[src/design/brn_pkg.sv]
// Types, constants and symbol tables of the Roman numeral converter.
package brn_pkg;

  localparam logic [11:0] ValueMax = 12'd3999;

  localparam logic [7:0] CharNone = 8'h00;
  localparam logic [7:0] CharI    = 8'h49;
  localparam logic [7:0] CharV    = 8'h56;
  localparam logic [7:0] CharX    = 8'h58;
  localparam logic [7:0] CharL    = 8'h4C;
  localparam logic [7:0] CharC    = 8'h43;
  localparam logic [7:0] CharD    = 8'h44;
  localparam logic [7:0] CharM    = 8'h4D;

  // One classified number: decimal digits, or the out-of-range flag.
  typedef struct packed {
    logic       err;
    logic [1:0] thou;
    logic [3:0] hund;
    logic [3:0] tens;
    logic [3:0] units;
  } item_t;

  typedef enum logic [1:0] {
    POS_THOU,
    POS_HUND,
    POS_TENS,
    POS_UNITS
  } pos_e;

  typedef enum logic [1:0] {
    SYM_ONE,
    SYM_FIVE,
    SYM_TEN
  } sym_e;

  // Number of symbols that one decimal digit takes.
  function automatic logic [2:0] digit_len(input logic [3:0] d);
    logic [2:0] n;
    unique case (d)
      4'd0:    n = 3'd0;
      4'd1:    n = 3'd1;
      4'd2:    n = 3'd2;
      4'd3:    n = 3'd3;
      4'd4:    n = 3'd2;
      4'd5:    n = 3'd1;
      4'd6:    n = 3'd2;
      4'd7:    n = 3'd3;
      4'd8:    n = 3'd4;
      4'd9:    n = 3'd2;
      default: n = 3'd0;
    endcase
    return n;
  endfunction

  // Which symbol of the one/five/ten triple stands at place idx of digit d.
  function automatic sym_e digit_sym(input logic [3:0] d, input logic [1:0] idx);
    sym_e s;
    priority if (d == 4'd9) begin
      s = (idx == 2'd0) ? SYM_ONE : SYM_TEN;
    end else if (d == 4'd4) begin
      s = (idx == 2'd0) ? SYM_ONE : SYM_FIVE;
    end else if (d >= 4'd5) begin
      s = (idx == 2'd0) ? SYM_FIVE : SYM_ONE;
    end else begin
      s = SYM_ONE;
    end
    return s;
  endfunction

  function automatic logic [7:0] sym_char(input pos_e pos, input sym_e s);
    logic [7:0] c;
    c = CharNone;
    unique case (pos)
      POS_THOU: c = CharM;
      POS_HUND: begin
        unique case (s)
          SYM_ONE:  c = CharC;
          SYM_FIVE: c = CharD;
          SYM_TEN:  c = CharM;
          default:  c = CharNone;
        endcase
      end
      POS_TENS: begin
        unique case (s)
          SYM_ONE:  c = CharX;
          SYM_FIVE: c = CharL;
          SYM_TEN:  c = CharC;
          default:  c = CharNone;
        endcase
      end
      POS_UNITS: begin
        unique case (s)
          SYM_ONE:  c = CharI;
          SYM_FIVE: c = CharV;
          SYM_TEN:  c = CharX;
          default:  c = CharNone;
        endcase
      end
      default: c = CharNone;
    endcase
    return c;
  endfunction

endpackage

[src/design/brn_front.sv]
// Front end: takes numbers in, checks the range and splits them into decimal digits.
module brn_front import brn_pkg::*; (
  input  logic        clk_i,
  input  logic        rst_ni,
  input  logic        valid_i,
  output logic        stall_o,
  input  logic [11:0] value_i,
  output logic        push_valid_o,
  output item_t       push_item_o,
  input  logic        push_ready_i
);

  // Reciprocals that give exact quotients for every 12-bit value.
  localparam logic [12:0] Recip1000 = 13'd4195;
  localparam logic [12:0] Recip100  = 13'd5243;
  localparam logic [11:0] Recip10   = 12'd3277;

  logic        s_valid_q;
  logic        err_q;
  logic [1:0]  thou_q;
  logic [5:0]  q100_q;
  logic [8:0]  q10_q;
  logic [11:0] value_q;

  logic [24:0] p1000;
  logic [24:0] p100;
  logic [23:0] p10;
  logic        load;

  function automatic logic [3:0] times10_low(input logic [3:0] n);
    logic [6:0] t;
    t = {n, 3'b000} + {2'b00, n, 1'b0};
    return t[3:0];
  endfunction

  assign p1000 = {12'd0, value_i} * {12'd0, Recip1000};
  assign p100  = {13'd0, value_i} * {12'd0, Recip100};
  assign p10   = {12'd0, value_i} * {12'd0, Recip10};

  assign stall_o = s_valid_q && !push_ready_i;
  assign load    = valid_i && !stall_o;

  always_ff @(posedge clk_i or negedge rst_ni) begin
    if (!rst_ni) begin
      s_valid_q <= 1'b0;
    end else if (!s_valid_q || push_ready_i) begin
      s_valid_q <= valid_i;
    end
  end

  always_ff @(posedge clk_i) begin
    if (load) begin
      err_q   <= (value_i == 12'd0) || (value_i > ValueMax);
      thou_q  <= p1000[23:22];
      q100_q  <= p100[24:19];
      q10_q   <= p10[23:15];
      value_q <= value_i;
    end
  end

  // Each digit is a quotient minus ten times the next coarser one, taken modulo 16.
  always_comb begin
    push_item_o.err   = err_q;
    push_item_o.thou  = thou_q;
    push_item_o.hund  = q100_q[3:0] - times10_low({2'b00, thou_q});
    push_item_o.tens  = q10_q[3:0] - times10_low(q100_q[3:0]);
    push_item_o.units = value_q[3:0] - times10_low(q10_q[3:0]);
  end

  assign push_valid_o = s_valid_q;

endmodule

[src/design/brn_queue.sv]
// Short first-in first-out queue of classified numbers between front and back end.
module brn_queue import brn_pkg::*; #(
  parameter int Depth = 2
) (
  input  logic  clk_i,
  input  logic  rst_ni,
  input  logic  push_valid_i,
  input  item_t push_item_i,
  output logic  push_ready_o,
  output logic  pop_valid_o,
  output item_t pop_item_o,
  input  logic  pop_i
);

  localparam int PtrW = (Depth > 1) ? $clog2(Depth) : 1;
  localparam int CntW = $clog2(Depth + 1);

  item_t             slot_q [Depth];
  logic [PtrW-1:0]   wr_ptr_q;
  logic [PtrW-1:0]   rd_ptr_q;
  logic [CntW-1:0]   count_q;
  logic              push;
  logic              pop;

  function automatic logic [PtrW-1:0] ptr_next(input logic [PtrW-1:0] p);
    logic [PtrW-1:0] n;
    if (p == PtrW'(Depth - 1)) begin
      n = '0;
    end else begin
      n = p + PtrW'(1);
    end
    return n;
  endfunction

  assign push_ready_o = (count_q != CntW'(Depth));
  assign pop_valid_o  = (count_q != '0);
  assign push         = push_valid_i && push_ready_o;
  assign pop          = pop_i && pop_valid_o;
  assign pop_item_o   = slot_q[rd_ptr_q];

  always_ff @(posedge clk_i or negedge rst_ni) begin
    if (!rst_ni) begin
      wr_ptr_q <= '0;
      rd_ptr_q <= '0;
      count_q  <= '0;
    end else begin
      if (push) begin
        wr_ptr_q <= ptr_next(wr_ptr_q);
      end
      if (pop) begin
        rd_ptr_q <= ptr_next(rd_ptr_q);
      end
      if (push && !pop) begin
        count_q <= count_q + CntW'(1);
      end else if (pop && !push) begin
        count_q <= count_q - CntW'(1);
      end
    end
  end

  always_ff @(posedge clk_i) begin
    if (push) begin
      slot_q[wr_ptr_q] <= push_item_i;
    end
  end

endmodule

[src/design/brn_back.sv]
// Back end: walks the digits of one number and sends out one symbol per transfer.
module brn_back import brn_pkg::*; (
  input  logic       clk_i,
  input  logic       rst_ni,
  input  logic       pop_valid_i,
  input  item_t      pop_item_i,
  output logic       pop_o,
  output logic       valid_o,
  input  logic       stall_i,
  output logic [7:0] character_o,
  output logic       last_o,
  output logic       error_o
);

  logic       busy_q;
  item_t      cur_q;
  pos_e       pos_q;
  logic [1:0] idx_q;

  logic       out_valid_q;
  logic [7:0] char_q;
  logic       last_q;
  logic       err_q;

  logic [2:0] cur_len [4];
  logic [2:0] new_len [4];
  logic       seg_end;
  logic       found;
  pos_e       next_pos;
  logic       new_found;
  pos_e       start_pos;
  logic       is_last;
  logic [3:0] cur_digit;
  sym_e       cur_sym;
  logic [7:0] cur_char;
  logic       out_ready;
  logic       fire;
  logic       done;

  function automatic logic [2:0] item_len(input item_t it, input pos_e p);
    logic [2:0] n;
    unique case (p)
      POS_THOU:  n = {1'b0, it.thou};
      POS_HUND:  n = digit_len(it.hund);
      POS_TENS:  n = digit_len(it.tens);
      POS_UNITS: n = digit_len(it.units);
      default:   n = 3'd0;
    endcase
    return n;
  endfunction

  always_comb begin
    for (int i = 0; i < 4; i++) begin
      cur_len[i] = item_len(cur_q, pos_e'(i));
      new_len[i] = item_len(pop_item_i, pos_e'(i));
    end
  end

  // Next position that still has symbols, and the first one for a new number.
  always_comb begin
    found     = 1'b0;
    next_pos  = POS_UNITS;
    new_found = 1'b0;
    start_pos = POS_UNITS;
    for (int i = 0; i < 4; i++) begin
      if (!found && (i > int'(pos_q)) && (cur_len[i] != 3'd0)) begin
        found    = 1'b1;
        next_pos = pos_e'(i);
      end
      if (!new_found && (new_len[i] != 3'd0)) begin
        new_found = 1'b1;
        start_pos = pos_e'(i);
      end
    end
  end

  always_comb begin
    unique case (pos_q)
      POS_THOU:  cur_digit = 4'd1;
      POS_HUND:  cur_digit = cur_q.hund;
      POS_TENS:  cur_digit = cur_q.tens;
      POS_UNITS: cur_digit = cur_q.units;
      default:   cur_digit = 4'd0;
    endcase
    cur_sym  = digit_sym(cur_digit, idx_q);
    cur_char = cur_q.err ? CharNone : sym_char(pos_q, cur_sym);
  end

  assign seg_end   = (({1'b0, idx_q} + 3'd1) == cur_len[pos_q]);
  assign is_last   = cur_q.err || (seg_end && !found);
  assign out_ready = !out_valid_q || !stall_i;
  assign fire      = busy_q && out_ready;
  assign done      = fire && is_last;
  assign pop_o     = pop_valid_i && (!busy_q || done);

  always_ff @(posedge clk_i or negedge rst_ni) begin
    if (!rst_ni) begin
      busy_q      <= 1'b0;
      pos_q       <= POS_THOU;
      idx_q       <= 2'd0;
      out_valid_q <= 1'b0;
    end else begin
      if (pop_o) begin
        busy_q <= 1'b1;
        pos_q  <= start_pos;
        idx_q  <= 2'd0;
      end else if (done) begin
        busy_q <= 1'b0;
      end else if (fire) begin
        if (seg_end) begin
          pos_q <= next_pos;
          idx_q <= 2'd0;
        end else begin
          idx_q <= idx_q + 2'd1;
        end
      end
      if (out_ready) begin
        out_valid_q <= fire;
      end
    end
  end

  always_ff @(posedge clk_i) begin
    if (pop_o) begin
      cur_q <= pop_item_i;
    end
    if (fire) begin
      char_q <= cur_char;
      last_q <= is_last;
      err_q  <= cur_q.err;
    end
  end

  assign valid_o     = out_valid_q;
  assign character_o = char_q;
  assign last_o      = last_q;
  assign error_o     = err_q;

endmodule

[src/design/binary_to_roman_numeral_core.sv]
// Converts a binary number from 1 to 3999 into its Roman numeral, one ASCII symbol per
// output transfer, most significant first, with last_o on the final symbol. A number of
// zero or above 3999 gives one transfer with error_o and last_o set and character 0.
// The front end splits each number into decimal digits by reciprocal multiplication in
// one registered stage, a queue of QueueDepth entries holds classified numbers, and the
// back end sends one symbol per cycle from its output register unless stall_i holds it. A
// number of n symbols (1 to 15, with 15 for 3888) takes n output transfers, and numbers
// follow one another without gaps while the queue is not empty; a number passes the front
// register, queue and back end before the single output register, which sets the rate.
module binary_to_roman_numeral_core import brn_pkg::*; #(
  parameter int QueueDepth = 2
) (
  input  logic        clk_i,
  input  logic        rst_ni,
  input  logic        valid_i,
  output logic        stall_o,
  input  logic [11:0] value_i,
  output logic        valid_o,
  input  logic        stall_i,
  output logic [7:0]  character_o,
  output logic        last_o,
  output logic        error_o
);

  logic  push_valid;
  logic  push_ready;
  item_t push_item;
  logic  pop_valid;
  logic  pop;
  item_t pop_item;

  brn_front u_front (
    .clk_i        (clk_i),
    .rst_ni       (rst_ni),
    .valid_i      (valid_i),
    .stall_o      (stall_o),
    .value_i      (value_i),
    .push_valid_o (push_valid),
    .push_item_o  (push_item),
    .push_ready_i (push_ready)
  );

  brn_queue #(
    .Depth (QueueDepth)
  ) u_queue (
    .clk_i        (clk_i),
    .rst_ni       (rst_ni),
    .push_valid_i (push_valid),
    .push_item_i  (push_item),
    .push_ready_o (push_ready),
    .pop_valid_o  (pop_valid),
    .pop_item_o   (pop_item),
    .pop_i        (pop)
  );

  brn_back u_back (
    .clk_i       (clk_i),
    .rst_ni      (rst_ni),
    .pop_valid_i (pop_valid),
    .pop_item_i  (pop_item),
    .pop_o       (pop),
    .valid_o     (valid_o),
    .stall_i     (stall_i),
    .character_o (character_o),
    .last_o      (last_o),
    .error_o     (error_o)
  );

endmodule

[config.mk]
export PLATFORM = sky130hd
export DESIGN_NAME = binary_to_roman_numeral_core
export DESIGN_NICKNAME = d
export VERILOG_FILES = /design/src/design/brn_pkg.sv /design/src/design/brn_front.sv /design/src/design/brn_queue.sv /design/src/design/brn_back.sv /design/src/design/binary_to_roman_numeral_core.sv
export SDC_FILE = /design/constraint.sdc
export NUM_CORES = 1
export LEC_CHECK = 0
export ABC_AREA = 1
export BUFFER_PORTS_ARGS = -buffer_cell sky130_fd_sc_hd__buf_2
export CELL_PAD_IN_SITES_DETAIL_PLACEMENT = 0
export CELL_PAD_IN_SITES_GLOBAL_PLACEMENT = 1
export CORE_MARGIN = 10
export CORE_UTILIZATION = 36
export CTS_BUF_LIST = sky130_fd_sc_hd__clkbuf_16
export CTS_CLUSTER_DIAMETER = 150
export DETAILED_ROUTE_END_ITERATION = 8
export HOLD_SLACK_MARGIN = 0.02
export PLACE_DENSITY = 0.58
export SLEW_MARGIN = 20
export SYNTH_ARGS = -nofsm -noshare
export SYNTH_HDL_FRONTEND = slang
export SYNTH_SLANG_ARGS = --single-unit
export TNS_END_PERCENT = 100
[constraint.sdc]
create_clock -name clk_i -period 3.95 [get_ports clk_i]
set_input_delay 0.9875 -clock clk_i [delete_from_list [all_inputs] [get_ports clk_i]]
set_output_delay 0.9875 -clock clk_i [all_outputs]
set_load 0.05 [all_outputs]
==> reports/results.txt, run 1 <==
core area = 0.0285 mm²
CP peak stage delay = 0.57 ns
async set or reset register ratio after synthesis = 0.125
Fillers = 2,856
WP data required = 4.04 ns
TritonRoute pass-1 iters = 4
die width = 190 µm
Synth Register Bits = 88
Syn Inst Count = 1,114
Rel. slew slack = 0.509
Rows = 62
Hold Path End = u_queue.slot_q[1][14]$_DFFE_PP_
drt wl/cell = 15.4 µm
Data arrival, critical path = 4.81 ns
worst hold-check path type = register to register
Worst Tran Pin Value = 0.736 ns
total CTS buffers = 9
largest net degree at the start of global routing = 23
number of flops mapped to enable cells by yosys = 68
number of DRC markers in iteration 0 = 214
area of the multi-input gates = 0.00749 mm²
# clock sinks = 88
Worst setup SP type = input pin
P_int = 0.00540 W
remaining global-route overflow = 0
clock-pin transition on the worst setup and hold timing paths = 0.07 ns
final max-slew violation count = 0
Peak Freq = 212 MHz
Clock Skew = 0.0104 ns
area grow syn2layout = 27.5%
Port Buffers = 25
layout cells sized above 1 = 0.269
Max H-tree Level = 3
worst reg2reg endpoint = u_queue.count_q[1]$_DFFE_PN0P_
VDD IR-drop max = 0.463 mV
post-synthesis sequential area ratio = 0.241
predominant post-synthesis flop cell = edfxtp_1
setup TNS = -5.76 ns
hold wc startpoint = u_front.err_q$_DFFE_PP_
Syn Std Cell Area = 0.0104 mm²
Worst Setup SP = value_i[8]
Synth cell types = 43
die area = 0.0360 mm²
worst r2r path cells = 15
ant diodes = 0
Power Density = 772 mW/mm²
Net Switching = 0.00480 W
leakage power = 6.56 nW
Die H = 190 µm
sw frac = 0.471
Register-to-Register Setup Slack = 1.14 ns
clock power share = 0.083
start of the worst register-to-register path = u_back.pos_q[0]$_DFFE_PN0P_
setup slack after layout = -0.777 ns
worst-skew pair later-pin latency = 0.35 ns
initial antenna violation count = 1
Synth Warn # = 0
Detail Route Antenna Nets = 0
Mean Syn Cell Area = 9.30 µm²
Final GP Congestion = 0.856
CP most frequent cell = fa_1
hold path cells = 0
I/O Pins = 28
Final nets = 1,602
Global Route Usage Sum = 0.151
TritonCTS clock tree = done
fin crit share = 1.20
Clock Root Buffer = clkbuf_16
max cap viols = 0
dpl hpwl = 22,800 µm
Critical Path Fanout Max = 3
Final Setup Violations = 10
Clock Path Buffers = 2
first-pass GRT wire length = 42,900 µm
RSZ-0062 raised after global routing = true
initial core utilization = 0.363
Reg area = 0.00250 mm²
min Tclk post-route = 4.73 ns
Comb power frac = 0.725
Tot Pwr = 0.0102 W
Critical-path top delay cell = fa_1
DRC Markers = 0
violations in the final reports = negative setup slack
register share of total power = 0.192
Setup crit end kind = register
final hold vios = 0
via count = 7,622
Routed WL = 25,800 µm
status = complete, but fails checks
vias in the first global route = 8,172
worst setup path category = input pin to register
worst-path cell chain = buf_12 -> inv_12 -> fa_1 -> inv_2 -> fa_1 -> inv_1 -> fa_1 -> inv_1 -> fa_1 -> inv_1 -> fa_1 -> inv_2 -> ha_4 -> nand2_4 -> nor2_4 -> o21a_1 -> o31ai_1 -> nand3_1 -> xor2_1
vias per inst = 4.55
## worst max-delay path, delay by kind of cell
family          cells  cell delay, ns
buf+inv             7            0.36
xor+xnor            1            0.18
fa+ha+maj           6            2.74
simple gates        3            0.24
compound gates      2            0.29
## placed cells by master, fill, tap and decap left out, types with 6 or more instances in the layout
master,Yosys,final
nand2_1,155,142
nand2_2,19,27
dfrtp_1,11,11
buf_6,4,18
nand2_4,2,7
a21oi_2,0,6
dfxtp_1,9,9
o21ai_1,0,7
o21ai_0,29,21
xor2_1,23,19
nor2_1,44,37
nand4_1,11,11
edfxtp_1,68,68
nand3_1,39,38
clkbuf_16,0,9
inv_2,7,29
fa_1,96,90
nor3_2,4,6
ha_1,203,163
a21oi_1,48,39
xnor2_1,18,18
buf_2,0,13
or2_2,9,7
ha_4,0,36
buf_4,3,134
fa_2,0,6
inv_1,268,240
## logic make-up (layout without fill, tap and decap cells)
group           count (synthesis)  in the layout  synth area share
simple gates                  295            295             0.128
other cells                     1              2          0.000362
fa+ha+maj                     299            299             0.431
compound gates                104            104            0.0571
mux                             1              1          0.000966
buf+inv                       285            462             0.107
flops                          88             88             0.241
xor+xnor                       41             41            0.0347
## what timing repair did
action | in CTS | in global routing
hold buffers | 0 | 0
cloned | 0 | 0
buffers inserted | 7 | 0
gates resized for setup | 117 | 39
pin swaps | 68 | 41
endpoints found under the setup margin | 10 | 10
## routing by layer
| layer | global-route usage | up-vias | wire, µm |
|---|---|---|---|
| li1 | - | 3897 | - |
| met1 | 0.198 | 3634 | 12000 |
| met2 | 0.261 | 79 | 12400 |
| met3 | 0.0236 | 12 | 1060 |
| met4 | 0.0247 | 0 | 244 |
| met5 | 0 | - | 0 |
## power groups by stage
stage	sequential, W	combinational (W)	clock (W)
after detailed placement	0.00198	0.00658	0
after global placement	0.00198	0.00652	0
final	0.00196	0.00740	0.000848
after CTS	0.00196	0.00731	0.000886
after global routing	0.00201	0.00845	0.000919
after floorplan	0.00202	0.00447	0
## flip-flops by register name (all words and copies together) (netlist names)
signal,flops
u_back.last_o,1
u_front.value_q,4
u_front.push_valid_o,1
u_queue.count_q,2
u_front.err_q,1
u_queue.slot_q,30
u_front.thou_q,2
u_back.busy_q,1
u_back.idx_q,2
u_back.cur_len,11
u_back.valid_o,1
u_queue.wr_ptr_q,1
u_back.cur_q,13
u_front.q10_q,4
u_back.error_o,1
u_queue.rd_ptr_q,1
u_back.character_o,6
u_back.pos_q,2
u_front.q100_q,4
## worst max path at each step
stage	slack, ns	end	depth (start not counted)
after CTS	-0.78	u_front.q100_q[3]$_DFFE_PP_	19
final	-0.78	u_front.q100_q[3]$_DFFE_PP_	19
after floorplan	-0.91	u_front.q100_q[3]$_DFFE_PP_	18
after global routing	-0.91	u_front.q100_q[3]$_DFFE_PP_	19
after detailed placement	-1.41	u_front.q100_q[2]$_DFFE_PP_	17
after global placement	-1.31	u_front.q100_q[3]$_DFFE_PP_	19
## cell usage after synthesis (all sizes together), types with 3 or more instances
cell      n  area share
a31oi     5      0.0030
nor2     45       0.017
edfxtp   68        0.20
a221oi    3      0.0025
dfxtp     9       0.017
nand2   176       0.070
clkbuf    3      0.0011
buf       7      0.0065
fa       96        0.19
nand3    39       0.019
o21bai    3      0.0022
inv     275        0.10
a21oi    48       0.023
o211ai    5      0.0036
dfrtp    11       0.027
or2       9      0.0054
xor2     23       0.019
ha      203        0.25
nor3      9      0.0063
nand4    12      0.0078
xnor2    18       0.015
o21ai    30       0.015
## cell type report
cell class	instances	share of cell area
tap	384	0.0364
clock inverter	7	0.00568
timing repair buffer	171	0.105
clock buffer	9	0.0170
inverter	275	0.0805
sequential	88	0.189
multi-input combinational	742	0.567
## through the flow
| step | setup WS (ns) | util | hold slack (ns) | area (µm²) | instances |
|---|---|---|---|---|---|
| floorplan | -0.910 | - | 0.421 | 10600 | 1115 |
| global placement | -1.31 | 0.427 | 0.443 | 12200 | 1656 |
| detailed placement | -1.41 | 0.427 | 0.456 | 12200 | 1656 |
| CTS | -0.785 | 0.457 | 0.472 | 13000 | 1677 |
| global route | -0.908 | 0.463 | 0.486 | 13200 | 1676 |
| finish | -0.777 | 0.463 | 0.469 | 13200 | 1676 |
(Power assumes the default switching activity.)
==> run 2: changes to the inputs <==
--- a/config.mk
+++ b/config.mk
@@ -5,7 +5,6 @@
 export SDC_FILE = /design/constraint.sdc
 export NUM_CORES = 1
 export LEC_CHECK = 0
-export ABC_AREA = 1
 export BUFFER_PORTS_ARGS = -buffer_cell sky130_fd_sc_hd__buf_2
 export CELL_PAD_IN_SITES_DETAIL_PLACEMENT = 0
 export CELL_PAD_IN_SITES_GLOBAL_PLACEMENT = 1
@@ -15,7 +14,7 @@
 export CTS_CLUSTER_DIAMETER = 150
 export DETAILED_ROUTE_END_ITERATION = 8
 export HOLD_SLACK_MARGIN = 0.02
-export PLACE_DENSITY = 0.58
+export PLACE_DENSITY = 0.56
 export SLEW_MARGIN = 20
 export SYNTH_ARGS = -nofsm -noshare
 export SYNTH_HDL_FRONTEND = slang
==> run 2 against run 1 <==
The run still ends with negative setup slack left. Critical path depth decreased by 1. Final cell count shrank 11%. Non-clock buffer count fell by 25. Clock power shrank 4.7%. Sequential power increased by 4%. Fmax is 4.2% lower. Clock skew shrank 0.0056 ns. Total power is 18% lower. Utilization is 1.3 points lower. Combinational power is 25% lower. First-iteration DRC count rose by 48%. Critical endpoint unchanged.
==> reports/results.txt, run 2 <==
TritonRoute pass-1 iters = 4
area grow syn2layout = 23.5%
hold path cells = 0
Clock Path Buffers = 2
most common cell after layout, fill and taps aside = inv_1
vias per inst = 4.60
remaining global-route overflow = 0
DRC Markers = 0
first-pass GRT wire length = 41,000 µm
dpl cell area = 0.0117 mm²
status = complete, but fails checks
Port Buffers = 25
ranking of synthesized cells by area = ha_1 (25%), edfxtp_1 (20%), fa_1 (19%)
fin area = 0.0125 mm²
clock-pin transition on the worst setup and hold timing paths = 0.06 ns
vias in the first global route = 7,554
worst-path cell chain = buf_8 -> clkinvlp_4 -> fa_1 -> inv_1 -> fa_1 -> ha_1 -> inv_1 -> fa_1 -> fa_1 -> inv_1 -> ha_4 -> a21o_1 -> a211o_1 -> a31oi_2 -> a211oi_2 -> a211oi_2 -> o21bai_1 -> xnor2_1
worst r2r path cells = 8
Tot Pwr = 0.00840 W
CP most frequent cell = fa_1
worst hold-check path type = register to register
final max-slew violation count = 0
top-area cell type share of the netlist area = 0.251
Clock Root Buffer = clkbuf_16
fin crit share = 1.25
Rows = 61
Peak Freq = 203 MHz
Post-synth top cells = inv_1 (238), ha_1 (203), fa_1 (96)
I/O Pins = 28
Detail Route Antenna Nets = 0
die width = 188 µm
initial antenna violation count = 0
Worst setup SP type = input pin
Synth Register Bits = 88
Synth cell types = 70
Mean Syn Cell Area = 10.6 µm²
die area = 0.0352 mm²
most numerous cell in the Yosys netlist = inv_1
start of the worst register-to-register path = u_back.pos_q[1]$_DFFE_PN0P_
Setup crit end kind = register
ant diodes = 0
post-synthesis sequential area ratio = 0.247
Clock Skew = 0.00478 ns
Critical Path Fanout Max = 3
layout cells sized above 1 = 0.239
worst-skew pair later-pin latency = 0.34 ns
Power Density = 671 mW/mm²
min Tclk post-route = 4.94 ns
Final GP Congestion = 0.862
WP data required = 4.04 ns
number of DRC markers in iteration 0 = 317
Data arrival, critical path = 5.02 ns
number of flops mapped to enable cells by yosys = 68
# clock sinks = 88
CP peak stage delay = 0.54 ns
violations in the final reports = negative setup slack
dpl hpwl = 22,200 µm
Routed WL = 25,100 µm
async set or reset register ratio after synthesis = 0.125
Register-to-Register Setup Slack = 0.95 ns
initial core utilization = 0.364
Global Route Usage Sum = 0.148
Largest Register = u_queue.slot_q
Worst Tran Pin Value = 0.742 ns
most frequent cells in the layout = inv_1 (218), ha_1 (173), buf_4 (109)
max cap viols = 0
Final Setup Violations = 10
largest net degree at the start of global routing = 34
max reg flops = 30
total CTS buffers = 9
drt wl/cell = 16.9 µm
VDD IR-drop max = 0.281 mV
worst setup path category = input pin to register
Syn Inst Count = 956
hold wc startpoint = u_front.err_q$_DFFE_PP_
leakage power = 6.15 nW
TritonCTS clock tree = done
Worst Setup SP = value_i[5]
Die H = 188 µm
setup slack after layout = -0.986 ns
Synth Warn # = 0
predominant post-synthesis flop cell = edfxtp_1
via count = 6,843
Syn Std Cell Area = 0.0101 mm²
Critical-path top delay cell = fa_1
RSZ-0062 raised after global routing = true
Max H-tree Level = 3
core area = 0.0278 mm²
cell taking the most area after synthesis = ha_1
Rel. slew slack = 0.505
Final nets = 1,418
final hold vios = 0
[run 2: cell count changes in the layout (fill, tap and decap cells not counted), moves of 13 or more]
cell,previous run,this run
buf_4,134,109
inv_2,29,14
inv_1,240,218
mux2i_1,1,14
xnor2_1,18,31
nand2_1,142,30
mux2_2,0,17
nand2_2,27,0
nand3_1,38,9
[run 2: worst max-delay path: cells and delay by family]
family                     cells  cell delay (ns)
AOI/OAI and AO/OA              6             1.07
buffers and inverters          5             0.39
adders and majority gates      6             2.44
xor gates and xnor gates       1             0.13
[run 2: metal layers]
| metal | vias to the layer above | global-route usage | share of wire |
|---|---|---|---|
| met5 | - | 0 | 0 |
| met4 | 0 | 0.0403 | 0.021 |
| met3 | 23 | 0.0100 | 0.012 |
| met2 | 55 | 0.284 | 0.54 |
| met1 | 3303 | 0.172 | 0.43 |
| li1 | 3462 | - | - |
[run 2: cell families (layout without fill, tap and decap cells)]
kind of cell    Yosys count  after routing  synth area share
simple gates            134            134            0.0677
flops                    88             88             0.247
other cells               1              2          0.000370
mux                      32             32            0.0342
compound gates          113            113            0.0791
xor+xnor                 39             39            0.0337
fa+ha+maj               299            299             0.441
buf+inv                 250            401            0.0976
[run 2: path summary, 6_finish.rpt]
path                                                   endpoint
worst max-delay path                u_front.q100_q[3]$_DFFE_PP_
worst max register to register      u_back.pos_q[1]$_DFFE_PN0P_
min in group asynchronous          u_queue.rd_ptr_q$_DFFE_PN0P_
worst min-delay path            u_queue.slot_q[0][14]$_DFFE_PP_
max in group asynchronous           u_back.idx_q[1]$_DFFE_PN0P_
worst min register to register  u_queue.slot_q[0][14]$_DFFE_PP_
[run 2: area by class of cell]
cell class                      instances  area (µm²)
Fill cell                            2769       15300
Multi-Input combinational cell        619        7130
Sequential cell                        88        2500
Timing Repair Buffer                  146        1210
Inverter                              239         923
Tap cell                              378         473
Clock buffer                            9         225
Clock inverter                          7        58.8
[run 2: through the flow]
| stage | util | worst slack, ns | std cells | setup TNS [ns] | hold WS (ns) |
|---|---|---|---|---|---|
| after global placement | 0.422 | -1.50 | 1464 | -14.16 | 0.440 |
| after detailed placement | 0.422 | -1.53 | 1464 | -14.40 | 0.441 |
| after CTS | 0.448 | -0.985 | 1486 | -8.66 | 0.460 |
| final | 0.450 | -0.986 | 1486 | -8.63 | 0.455 |
| after floorplan | - | -1.20 | 957 | -9.50 | 0.421 |
| after global routing | 0.450 | -1.18 | 1486 | -10.18 | 0.479 |
[run 2: timing repair]
item	4_1_cts	5_1_grt
gates resized for setup	91	12
setup buffers	8	2
hold buffers	0	0
endpoints found under the setup margin	10	10
pin swaps	65	23
[run 2: power by group]
group | switching (W) | internal (W) | total (W)
registers | 0.000340 | 0.00169 | 0.00203
logic | 0.00301 | 0.00254 | 0.00556
clock network | 0.000369 | 0.000438 | 0.000808
total | 0.00372 | 0.00467 | 0.00840
